File: src/hdl/cled_pkg.sv
package cled_pkg;

	// result kinds
	localparam logic [1:0] KIND_BYTE = 2'd0;
	localparam logic [1:0] KIND_DONE = 2'd1;
	localparam logic [1:0] KIND_ERR  = 2'd2;

	// error codes
	localparam logic [1:0] ERR_NONE    = 2'd0;
	localparam logic [1:0] ERR_NEWLINE = 2'd1;
	localparam logic [1:0] ERR_EMPTY   = 2'd2;
	localparam logic [1:0] ERR_ESCAPE  = 2'd3;

	// source characters with a special role
	localparam logic [7:0] CH_SQUOTE = 8'h27;
	localparam logic [7:0] CH_DQUOTE = 8'h22;
	localparam logic [7:0] CH_BSLASH = 8'h5C;
	localparam logic [7:0] CH_NL     = 8'h0A;
	localparam logic [7:0] CH_X      = 8'h78;

	localparam logic [15:0] LEN_MAX = 16'hFFFF;

	typedef struct packed {
		logic [1:0]         kind;
		logic signed [31:0] value;
		logic [15:0]        count;
		logic               is_char_const;
		logic [1:0]         err_code;
		logic               last;
	} result_t;

	// all results caused by one accepted character
	typedef struct packed {
		logic    two;
		result_t r0;
		result_t r1;
	} entry_t;

	// queue status seen by the front and the back
	typedef struct packed {
		logic full;
		logic empty;
	} q_stat_t;

	function automatic result_t mk_res(logic [1:0] kind, logic [31:0] value,
			logic [15:0] count, logic isc, logic [1:0] err);
		result_t r;
		r.kind          = kind;
		r.value         = value;
		r.count         = count;
		r.is_char_const = isc;
		r.err_code      = err;
		r.last          = 1'b0;
		return r;
	endfunction

endpackage

File: src/hdl/cled_ch_if.sv
interface cled_ch_if;
	logic       valid;
	logic       ready;
	logic [7:0] ch;

	modport source (output valid, output ch, input ready);
	modport sink (input valid, input ch, output ready);
endinterface

File: src/hdl/cled_res_if.sv
interface cled_res_if;
	logic               valid;
	logic               ready;
	logic [1:0]         kind;
	logic signed [31:0] value;
	logic [15:0]        count;
	logic               is_char_const;
	logic [1:0]         err_code;
	logic               last;

	modport source (output valid, output kind, output value, output count,
		output is_char_const, output err_code, output last, input ready);
	modport sink (input valid, input kind, input value, input count,
		input is_char_const, input err_code, input last, output ready);
endinterface

File: src/hdl/cled_front.sv
module cled_front #(
	parameter int OCTAL_MAX_DIGITS = 3
) (
	input  logic                  clk,
	input  logic                  arst_n,
	cled_ch_if.sink               din,
	input  cled_pkg::q_stat_t     q_stat,
	output logic                  push,
	output cled_pkg::entry_t      push_entry
);

	localparam logic [2:0] PH_IDLE     = 3'd0;
	localparam logic [2:0] PH_BODY     = 3'd1;
	localparam logic [2:0] PH_ESC      = 3'd2;
	localparam logic [2:0] PH_HEXSTART = 3'd3;
	localparam logic [2:0] PH_HEX      = 3'd4;
	localparam logic [2:0] PH_OCT      = 3'd5;

	localparam logic [1:0] OCT_MAX = 2'(OCTAL_MAX_DIGITS);

	logic [2:0]  phase_q;
	logic        char_mode_q;
	logic        first_seen_q;
	logic [31:0] accum_q;
	logic [1:0]  oct_digits_q;
	logic [31:0] const_value_q;
	logic [15:0] len_q;

	logic [2:0]  ph_n;
	logic        cm_n;
	logic        fs_n;
	logic [31:0] acc_n;
	logic [1:0]  od_n;
	logic [31:0] cv_n;
	logic [15:0] len_n;

	logic              a_v;
	logic              b_v;
	cled_pkg::result_t res_a;
	cled_pkg::result_t res_b;
	logic              dlv;
	logic [31:0]       dlv_val;
	logic              body;
	logic              accept;

	// {valid, digit value}
	function automatic logic [4:0] hex_val(logic [7:0] c);
		logic [4:0] r;
		r = 5'd0;
		if (c inside {[8'h30:8'h39]}) r = {1'b1, 4'(c - 8'h30)};
		else if (c inside {[8'h61:8'h66]}) r = {1'b1, 4'(c - 8'h57)};
		else if (c inside {[8'h41:8'h46]}) r = {1'b1, 4'(c - 8'h37)};
		return r;
	endfunction

	// {valid, escaped byte}
	function automatic logic [8:0] simple_esc(logic [7:0] c);
		logic [8:0] r;
		case (c)
			8'h27: r = {1'b1, 8'h27};
			8'h22: r = {1'b1, 8'h22};
			8'h3F: r = {1'b1, 8'h3F};
			8'h5C: r = {1'b1, 8'h5C};
			8'h61: r = {1'b1, 8'd7};
			8'h62: r = {1'b1, 8'd8};
			8'h66: r = {1'b1, 8'd12};
			8'h6E: r = {1'b1, 8'd10};
			8'h72: r = {1'b1, 8'd13};
			8'h74: r = {1'b1, 8'd9};
			8'h76: r = {1'b1, 8'd11};
			default: r = 9'd0;
		endcase
		return r;
	endfunction

	assign din.ready = !q_stat.full;
	assign accept    = din.valid && din.ready;

	always_comb begin
		logic [4:0]  hv;
		logic [8:0]  sv;
		logic [7:0]  c;
		c     = din.ch;
		ph_n  = phase_q;
		cm_n  = char_mode_q;
		fs_n  = first_seen_q;
		acc_n = accum_q;
		od_n  = oct_digits_q;
		cv_n  = const_value_q;
		len_n = len_q;
		a_v   = 1'b0;
		b_v   = 1'b0;
		res_a = cled_pkg::mk_res(cled_pkg::KIND_BYTE, 32'd0, 16'd0, 1'b0,
			cled_pkg::ERR_NONE);
		res_b   = res_a;
		dlv     = 1'b0;
		dlv_val = 32'd0;
		body    = 1'b0;
		hv      = hex_val(c);
		sv      = simple_esc(c);

		// escape stage
		case (phase_q)
			PH_IDLE: begin
				cm_n  = (c == cled_pkg::CH_SQUOTE);
				fs_n  = 1'b0;
				acc_n = 32'd0;
				od_n  = 2'd0;
				cv_n  = 32'd0;
				len_n = 16'd0;
				ph_n  = PH_BODY;
			end
			PH_BODY: body = 1'b1;
			PH_ESC: begin
				if (c == cled_pkg::CH_X) begin
					ph_n = PH_HEXSTART;
				end else if (c inside {[8'h30:8'h37]}) begin
					acc_n = {29'd0, c[2:0]};
					od_n  = 2'd1;
					if (2'd1 >= OCT_MAX) begin
						dlv     = 1'b1;
						dlv_val = acc_n;
					end else begin
						ph_n = PH_OCT;
					end
				end else if (!sv[8]) begin
					a_v   = 1'b1;
					res_a = cled_pkg::mk_res(cled_pkg::KIND_ERR, 32'd0, 16'd0,
						char_mode_q, cled_pkg::ERR_ESCAPE);
					ph_n  = PH_IDLE;
				end else begin
					dlv     = 1'b1;
					dlv_val = {24'd0, sv[7:0]};
				end
			end
			PH_HEXSTART: begin
				if (!hv[4]) begin
					a_v   = 1'b1;
					res_a = cled_pkg::mk_res(cled_pkg::KIND_ERR, 32'd0, 16'd0,
						char_mode_q, cled_pkg::ERR_ESCAPE);
					ph_n  = PH_IDLE;
				end else begin
					acc_n = {28'd0, hv[3:0]};
					ph_n  = PH_HEX;
				end
			end
			PH_HEX: begin
				if (hv[4]) begin
					acc_n = {accum_q[27:0], hv[3:0]};
				end else begin
					dlv     = 1'b1;
					dlv_val = accum_q;
					body    = 1'b1;
				end
			end
			PH_OCT: begin
				if (c inside {[8'h30:8'h37]}) begin
					acc_n = {accum_q[28:0], c[2:0]};
					od_n  = oct_digits_q + 2'd1;
					if (od_n >= OCT_MAX) begin
						dlv     = 1'b1;
						dlv_val = acc_n;
					end
				end else begin
					dlv     = 1'b1;
					dlv_val = accum_q;
					body    = 1'b1;
				end
			end
			default: ph_n = PH_IDLE;
		endcase

		// hand the escape value to the literal
		if (dlv) begin
			if (cm_n) begin
				if (!fs_n) begin
					cv_n = dlv_val;
					fs_n = 1'b1;
				end
			end else begin
				a_v   = 1'b1;
				res_a = cled_pkg::mk_res(cled_pkg::KIND_BYTE, {24'd0, dlv_val[7:0]},
					16'd0, 1'b0, cled_pkg::ERR_NONE);
				if (len_n < cled_pkg::LEN_MAX) len_n = len_n + 16'd1;
			end
			ph_n = PH_BODY;
		end

		// ordinary body character
		if (body) begin
			if (cm_n && c == cled_pkg::CH_SQUOTE) begin
				b_v = 1'b1;
				if (!fs_n) res_b = cled_pkg::mk_res(cled_pkg::KIND_ERR, 32'd0, 16'd0,
					1'b1, cled_pkg::ERR_EMPTY);
				else res_b = cled_pkg::mk_res(cled_pkg::KIND_DONE, cv_n, 16'd0,
					1'b1, cled_pkg::ERR_NONE);
				ph_n = PH_IDLE;
			end else if (!cm_n && c == cled_pkg::CH_DQUOTE) begin
				b_v   = 1'b1;
				res_b = cled_pkg::mk_res(cled_pkg::KIND_DONE, 32'd0,
					(len_n < cled_pkg::LEN_MAX) ? len_n + 16'd1 : cled_pkg::LEN_MAX,
					1'b0, cled_pkg::ERR_NONE);
				ph_n  = PH_IDLE;
			end else if (c == cled_pkg::CH_BSLASH) begin
				ph_n = PH_ESC;
			end else if (c == cled_pkg::CH_NL) begin
				b_v   = 1'b1;
				res_b = cled_pkg::mk_res(cled_pkg::KIND_ERR, 32'd0, 16'd0, cm_n,
					cled_pkg::ERR_NEWLINE);
				ph_n  = PH_IDLE;
			end else if (cm_n) begin
				if (!fs_n) begin
					cv_n = {24'd0, c};
					fs_n = 1'b1;
				end
				ph_n = PH_BODY;
			end else begin
				b_v   = 1'b1;
				res_b = cled_pkg::mk_res(cled_pkg::KIND_BYTE, {24'd0, c}, 16'd0, 1'b0,
					cled_pkg::ERR_NONE);
				if (len_n < cled_pkg::LEN_MAX) len_n = len_n + 16'd1;
				ph_n  = PH_BODY;
			end
		end
	end

	// pack the results of this character into one queue entry
	always_comb begin
		push_entry.two = a_v && b_v;
		push_entry.r0  = a_v ? res_a : res_b;
		push_entry.r1  = res_b;
		if (a_v && b_v) push_entry.r1.last = 1'b1;
		else push_entry.r0.last = 1'b1;
	end

	assign push = accept && (a_v || b_v);

	always_ff @(posedge clk or negedge arst_n) begin
		if (!arst_n) begin
			phase_q       <= PH_IDLE;
			char_mode_q   <= 1'b0;
			first_seen_q  <= 1'b0;
			accum_q       <= 32'd0;
			oct_digits_q  <= 2'd0;
			const_value_q <= 32'd0;
			len_q         <= 16'd0;
		end else if (accept) begin
			phase_q       <= ph_n;
			char_mode_q   <= cm_n;
			first_seen_q  <= fs_n;
			accum_q       <= acc_n;
			oct_digits_q  <= od_n;
			const_value_q <= cv_n;
			len_q         <= len_n;
		end
	end

endmodule

File: src/hdl/cled_queue.sv
module cled_queue #(
	parameter int DEPTH = 4
) (
	input  logic                 clk,
	input  logic                 arst_n,
	input  logic                 push,
	input  cled_pkg::entry_t     push_entry,
	input  logic                 pop,
	output cled_pkg::entry_t     head,
	output cled_pkg::q_stat_t    q_stat
);

	localparam int AW = (DEPTH > 1) ? $clog2(DEPTH) : 1;
	localparam int CW = $clog2(DEPTH + 1);

	cled_pkg::entry_t mem_q [DEPTH];
	logic [AW-1:0]    wr_q;
	logic [AW-1:0]    rd_q;
	logic [CW-1:0]    cnt_q;

	assign q_stat.full  = (cnt_q == CW'(DEPTH));
	assign q_stat.empty = (cnt_q == '0);
	assign head         = mem_q[rd_q];

	function automatic logic [AW-1:0] bump(logic [AW-1:0] p);
		return (p == AW'(DEPTH - 1)) ? '0 : p + AW'(1);
	endfunction

	always_ff @(posedge clk) begin
		if (push) mem_q[wr_q] <= push_entry;
	end

	always_ff @(posedge clk or negedge arst_n) begin
		if (!arst_n) begin
			wr_q  <= '0;
			rd_q  <= '0;
			cnt_q <= '0;
		end else begin
			if (push) wr_q <= bump(wr_q);
			if (pop) rd_q <= bump(rd_q);
			if (push && !pop) cnt_q <= cnt_q + CW'(1);
			else if (pop && !push) cnt_q <= cnt_q - CW'(1);
		end
	end

endmodule

File: src/hdl/cled_back.sv
module cled_back (
	input  logic                 clk,
	input  logic                 arst_n,
	input  cled_pkg::entry_t     head,
	input  cled_pkg::q_stat_t    q_stat,
	output logic                 pop,
	cled_res_if.source           dout
);

	logic              idx_q;
	logic              fire;
	cled_pkg::result_t cur;

	assign cur  = idx_q ? head.r1 : head.r0;
	assign fire = dout.valid && dout.ready;
	// drop the entry once its final result is taken
	assign pop  = fire && (idx_q || !head.two);

	assign dout.valid         = !q_stat.empty;
	assign dout.kind          = cur.kind;
	assign dout.value         = cur.value;
	assign dout.count         = cur.count;
	assign dout.is_char_const = cur.is_char_const;
	assign dout.err_code      = cur.err_code;
	assign dout.last          = cur.last;

	always_ff @(posedge clk or negedge arst_n) begin
		if (!arst_n) begin
			idx_q <= 1'b0;
		end else if (fire) begin
			idx_q <= !pop;
		end
	end

endmodule

File: src/hdl/c_literal_escape_decoder.sv
// C string literal / character constant escape decoder.
//
// din carries one source character per beat; the first beat of a literal is
// its opening delimiter (single quote: character constant, else string).
// dout carries results: decoded string bytes, a completion beat (string
// length plus one, or the character constant's value) and error beats.
// One character can cause up to two results; last marks the final one.
//
// The front decodes one character per cycle while the queue has room and
// writes all results of that character as one entry into a short queue;
// the back drains it, one result beat per cycle while dout is ready.
// din.ready depends only on queue space, so a new character is taken every
// cycle while the queue has room, also while dout is stalled. The results of
// a character are registered in the queue before they reach dout; one with
// two results takes two dout beats on the single output port. When dout
// stalls, up to QUEUE_DEPTH characters' results are held, then din.ready
// drops. Reset empties the queue and returns the decoder to idle.
module c_literal_escape_decoder #(
	parameter int OCTAL_MAX_DIGITS = 3,
	parameter int QUEUE_DEPTH      = 4
) (
	input  logic        clk,
	input  logic        arst_n,
	cled_ch_if.sink     din,
	cled_res_if.source  dout
);

	cled_pkg::q_stat_t q_stat;
	cled_pkg::entry_t  push_entry;
	cled_pkg::entry_t  head;
	logic              push;
	logic              pop;

	// classify and decode each character
	cled_front #(
		.OCTAL_MAX_DIGITS(OCTAL_MAX_DIGITS)
	) u_front (
		.clk        (clk),
		.arst_n     (arst_n),
		.din        (din),
		.q_stat     (q_stat),
		.push       (push),
		.push_entry (push_entry)
	);

	// hold per-character result groups between front and back
	cled_queue #(
		.DEPTH(QUEUE_DEPTH)
	) u_queue (
		.clk        (clk),
		.arst_n     (arst_n),
		.push       (push),
		.push_entry (push_entry),
		.pop        (pop),
		.head       (head),
		.q_stat     (q_stat)
	);

	// serialize each group onto dout
	cled_back u_back (
		.clk    (clk),
		.arst_n (arst_n),
		.head   (head),
		.q_stat (q_stat),
		.pop    (pop),
		.dout   (dout)
	);

	// a completion or an error always ends the results of its character
	a_done_last: assert property (@(posedge clk) disable iff (!arst_n)
		dout.valid && (dout.kind == cled_pkg::KIND_DONE ||
		dout.kind == cled_pkg::KIND_ERR) |-> dout.last)
		else $error("completion or error beat without last");

	// errors carry a code, other beats none
	a_err_code: assert property (@(posedge clk) disable iff (!arst_n)
		dout.valid |-> ((dout.kind == cled_pkg::KIND_ERR) ==
		(dout.err_code != cled_pkg::ERR_NONE)))
		else $error("error code does not match result kind");

	// string bytes are zero extended and never flagged as character constant
	a_byte_fmt: assert property (@(posedge clk) disable iff (!arst_n)
		dout.valid && dout.kind == cled_pkg::KIND_BYTE |->
		dout.value[31:8] == 24'd0 && !dout.is_char_const && dout.count == 16'd0)
		else $error("malformed string byte beat");

	// the queue frees space only through a dout beat
	a_ready_hold: assert property (@(posedge clk) disable iff (!arst_n)
		!din.ready && !(dout.valid && dout.ready) |=> !din.ready)
		else $error("input ready rose without a drained result");

endmodule
File: src/flat_wrapper.sv
// flat-port wrapper written by rule: the top's interface ports become plain ports
module c_literal_escape_decoder_flat 
#(
	parameter int OCTAL_MAX_DIGITS = 3,
	parameter int QUEUE_DEPTH      = 4
)
  (clk, arst_n, din_valid, din_ch, din_ready, dout_valid, dout_kind, dout_value, dout_count, dout_is_char_const, dout_err_code, dout_last, dout_ready);
  cled_ch_if din_i ();
  cled_res_if dout_i ();
  input  logic clk;
  input  logic arst_n;
  input wire logic [$bits(din_i.valid)-1:0] din_valid;
  input wire logic [$bits(din_i.ch)-1:0] din_ch;
  output wire logic [$bits(din_i.ready)-1:0] din_ready;
  output wire logic [$bits(dout_i.valid)-1:0] dout_valid;
  output wire logic [$bits(dout_i.kind)-1:0] dout_kind;
  output wire logic [$bits(dout_i.value)-1:0] dout_value;
  output wire logic [$bits(dout_i.count)-1:0] dout_count;
  output wire logic [$bits(dout_i.is_char_const)-1:0] dout_is_char_const;
  output wire logic [$bits(dout_i.err_code)-1:0] dout_err_code;
  output wire logic [$bits(dout_i.last)-1:0] dout_last;
  input wire logic [$bits(dout_i.ready)-1:0] dout_ready;
  assign din_i.valid = din_valid;
  assign din_i.ch = din_ch;
  assign din_ready = din_i.ready;
  assign dout_valid = dout_i.valid;
  assign dout_kind = dout_i.kind;
  assign dout_value = dout_i.value;
  assign dout_count = dout_i.count;
  assign dout_is_char_const = dout_i.is_char_const;
  assign dout_err_code = dout_i.err_code;
  assign dout_last = dout_i.last;
  assign dout_i.ready = dout_ready;
  c_literal_escape_decoder #(.OCTAL_MAX_DIGITS(OCTAL_MAX_DIGITS), .QUEUE_DEPTH(QUEUE_DEPTH)) u_core (.clk(clk), .arst_n(arst_n), .din(din_i), .dout(dout_i));
endmodule
File: config.mk
export PLATFORM = sky130hd
export DESIGN_NAME = c_literal_escape_decoder_flat
export DESIGN_NICKNAME = d
export VERILOG_FILES = /design/src/hdl/cled_pkg.sv /design/src/hdl/cled_ch_if.sv /design/src/hdl/cled_res_if.sv /design/src/hdl/cled_front.sv /design/src/hdl/cled_queue.sv /design/src/hdl/cled_back.sv /design/src/hdl/c_literal_escape_decoder.sv /design/src/flat_wrapper.sv
export SDC_FILE = /design/constraint.sdc
export NUM_CORES = 1
export LEC_CHECK = 0
export BUFFER_PORTS_ARGS = -buffer_cell sky130_fd_sc_hd__buf_2
export CORE_UTILIZATION = 50
export CTS_BUF_LIST = sky130_fd_sc_hd__clkbuf_4 sky130_fd_sc_hd__clkbuf_8 sky130_fd_sc_hd__clkbuf_16
export DETAILED_ROUTE_END_ITERATION = 12
export PLACE_DENSITY = 0.75
export SLEW_MARGIN = 20
export SYNTH_ARGS = -nofsm -noshare
export SYNTH_HDL_FRONTEND = slang
export SYNTH_HIERARCHICAL = 1
export SYNTH_SLANG_ARGS = --single-unit
File: constraint.sdc
create_clock -name clk -period 7.7 [get_ports clk]
set_input_delay 0.77 -clock clk [delete_from_list [all_inputs] [get_ports clk]]
set_output_delay 0.77 -clock clk [all_outputs]
set_load 0.05 [all_outputs]
==> flow_summary.toml <==
[setup_path]
arrival_ns = 6.43
crit_type = "flop to flop"
critical_path_required_ns = 8.16
worst-r2r-setup-slack_ns = 1.74
cp-end-kind = "flop"
crit_fanout = 30
start_kind = "flop"

[timing]
clock_skew_ns = 0.0111
rsz0062_at_grt = "no"
holdWs_ns = 0.137
tightest_slew_ns = 1.06
drv_slew = 0
slew_headroom_pct = 29.4
fmax_mhz = 168
min_period_ns = 5.96
hold_viol = 0
fin_crit_sh_pct = 77.5
setup_viol = 0
fin_tns_setup_ns = 0

[floorplanning]
dieHeight_um = 223
num_rows = 80
start_util_pct = 50.8
die_area_mm2 = 0.0495
core_mm2 = 0.0478
die_w_um = 223
boundaryPins = 68

[global_route]
track_usage_pct = 22.0
grt-ovfl-total = 0
grt_antenna_before_repair = 0
grt_max_degree = 77
grt_first_pass_wirelength_mm = 84.5
grt_pass1_vias = 14900

[placement]
numPortBuffers = 67
hpwlAfterDp_mm = 32.1
place.gp.congestion = 0.932

[logic_synthesis]
syn-num-nets = 1698
syn_avg_cell_area_um2 = 14.5
synth_ff_type = "edfxtp_1"
ys_types = 80
yosys-top-cells-count = "436 x edfxtp_1, 172 x nand2_1, 116 x nor2_1"
syn-instance-count = 1672
synthTopCellsByArea = "edfxtp_1 54%, mux4_2 10%, dfrtp_1 9.8%"
synth_area_leader_cell = "edfxtp_1"
synth.top_cell.area_share_pct = 53.9
yosysMostFrequentCell = "edfxtp_1"
ys_warn_count = 6
async_flop_share_pct = 17.9
synth_area_mm2 = 0.0243
synth-seq-area-share_pct = 63.6
ys_ff_latch = 531
synth_edf_count = 436

[clock_tree]
clk_pin_slew_ns = 0.07
cts_resized = 0
cts_sinks = 531
cts_buffer_depth = 3
post-cts-setup-buffers = 0
cts_tree = "built"
clock_latency_ns = 0.57
root_buffer = "clkbuf_16"
cts_buffers = 49
hold_buffers = 0
ctsHtreeMaxLevel = 2

[cells_and_area]
utilization_pct = 56.2
seqCellArea_mm2 = 0.0155
drive_above_1_share_pct = 22.4
nets = 1737
area_delta_synth_final_pct = 10.5
multi_input_area_mm2 = 0.00824
fillers = 3646
n_antenna_cell = 0

[run]
maxCapViolations = 0

[detailed_routing]
ant_nets = 0
routedWlPerCell_um = 22.7
vias = 14900
drt_iter0_drc = 1964
first_pass_iters = 6
vias_per_cell = 6.28
wirelength_mm = 53.7
drc = 0

[outcome]
status = "finished clean"

[pwr]
report.power.total_mw = 9.82
power_density_mw_per_mm2 = 365
peakVddDrop_uv = 184
p_leak_nw = 9.21

[hold_path]
hold_path_class = "primary input to asynchronous set/reset pin"
==> flip-flops by register name, summed over array words and instances (netlist names) <==
register / count
u_core/u_queue/mem_q: 436
u_core/u_front/accum_q: 32
u_core/u_back/idx_q: 1
u_core/u_front/char_mode_q: 1
u_core/u_queue/wr_q: 2
u_core/u_front/oct_digits_q: 2
u_core/u_front/const_value_q: 32
u_core/u_front/len_q: 16
u_core/u_front/phase_q: 3
u_core/u_front/first_seen_q: 1
u_core/u_queue/cnt_q: 3
u_core/u_queue/rd_q: 2
==> per-stage QoR <==
stage | setup WS [ns] | area (um2) | instances
detailed placement | 1.94 | 25100 | 2274
global placement | 2.06 | 25100 | 2274
global route | 1.34 | 26900 | 2366
finish | 1.74 | 26900 | 2366
floorplan | 1.34 | 24300 | 1672
CTS | 1.90 | 26800 | 2365
==> cells by family (layout without fill, tap and decap cells) <==
logic type	count (synthesis)	count (layout)	synth area share [%]
AOI/OAI and AO/OA	342	342	9.05
xor gates and xnor gates	29	29	1.08
adders and majority gates	14	14	0.751
buffers and inverters	124	203	2.71
DFF	531	531	63.6
muxes	188	188	14.3
and+or+nand+nor	444	444	8.49
==> critical path, cell delays in order, from the launching register on <==
cell and delay [ns]:
dfrtp_1 0.86, or3_1 0.92, and2_1 0.26, ha_1 0.30
and4_1 0.24, nand4_1 0.16, o31a_1 0.36, o21ai_0 0.24
mux2_2 0.28, ha_1 0.22, o31ai_1 0.18, or4_1 0.56
nor4_1 0.63, buf_4 0.28, nor4_1 0.08, o31ai_1 0.28
==> final timing paths <==
path | endpoint | cells after the start | start
max in group asynchronous | u_core/u_queue/rd_q[0] | 2 | arst_n
min reg2reg | u_core/u_front/const_value_q[13] | 2 | u_core/u_front/const_value_q[13]
max | u_core/u_front/len_q[8] | 15 | u_core/u_front/phase_q[0]
max reg2reg | u_core/u_front/len_q[8] | 15 | u_core/u_front/phase_q[0]
min | u_core/u_front/len_q[10] | 1 | arst_n
min in group clk | u_core/u_front/const_value_q[13] | 2 | u_core/u_front/const_value_q[13]
==> per-layer routing <==
layer | global-route usage [%] | routed length (um) | share of wire, %
met5 | 0 | 0 | 0
met3 | 4.65 | 4990 | 9.3
met2 | 35.2 | 25300 | 47
met1 | 30.4 | 22000 | 41
met4 | 6.54 | 1320 | 2.4
==> report_power, final <==
part           internal, mW  leakage (nW)  switching [mW]  total (mW)
Combinational          1.28          2.96            2.13        3.41
Clock                  1.49         0.858            1.00        2.49
Sequential             3.53          5.39           0.384        3.91
==> area by class of cell <==
class	count	share of cell area (%)
Clock inverter	19	0.871
Sequential cell	531	57.6
Clock buffer	72	5.46
Timing Repair Buffer	93	2.24
Multi-Input combinational cell	1017	30.7
Inverter	19	0.265
Tap cell	615	2.86
==> cells in the final DEF (no fill, tap or decap), drive strengths merged, types with 8 or more instances in the layout <==
cell,n
a211oi,10
mux2,65
buf,93
ha,13
or3,10
xnor2,19
dfrtp,95
o21a,8
edfxtp,436
a21oi,115
o21ai,72
clkbuf,72
nor4,13
a31oi,12
a22oi,36
inv,20
nor2b,8
clkinv,13
o31ai,17
nand3,30
and2,12
mux4,109
or2,9
mux2i,14
nor3,24
nor2,117
nand2b,10
a22o,24
xor2,10
nand2,172
and3,11
Note: power is estimated with default switching activity, not from simulation.
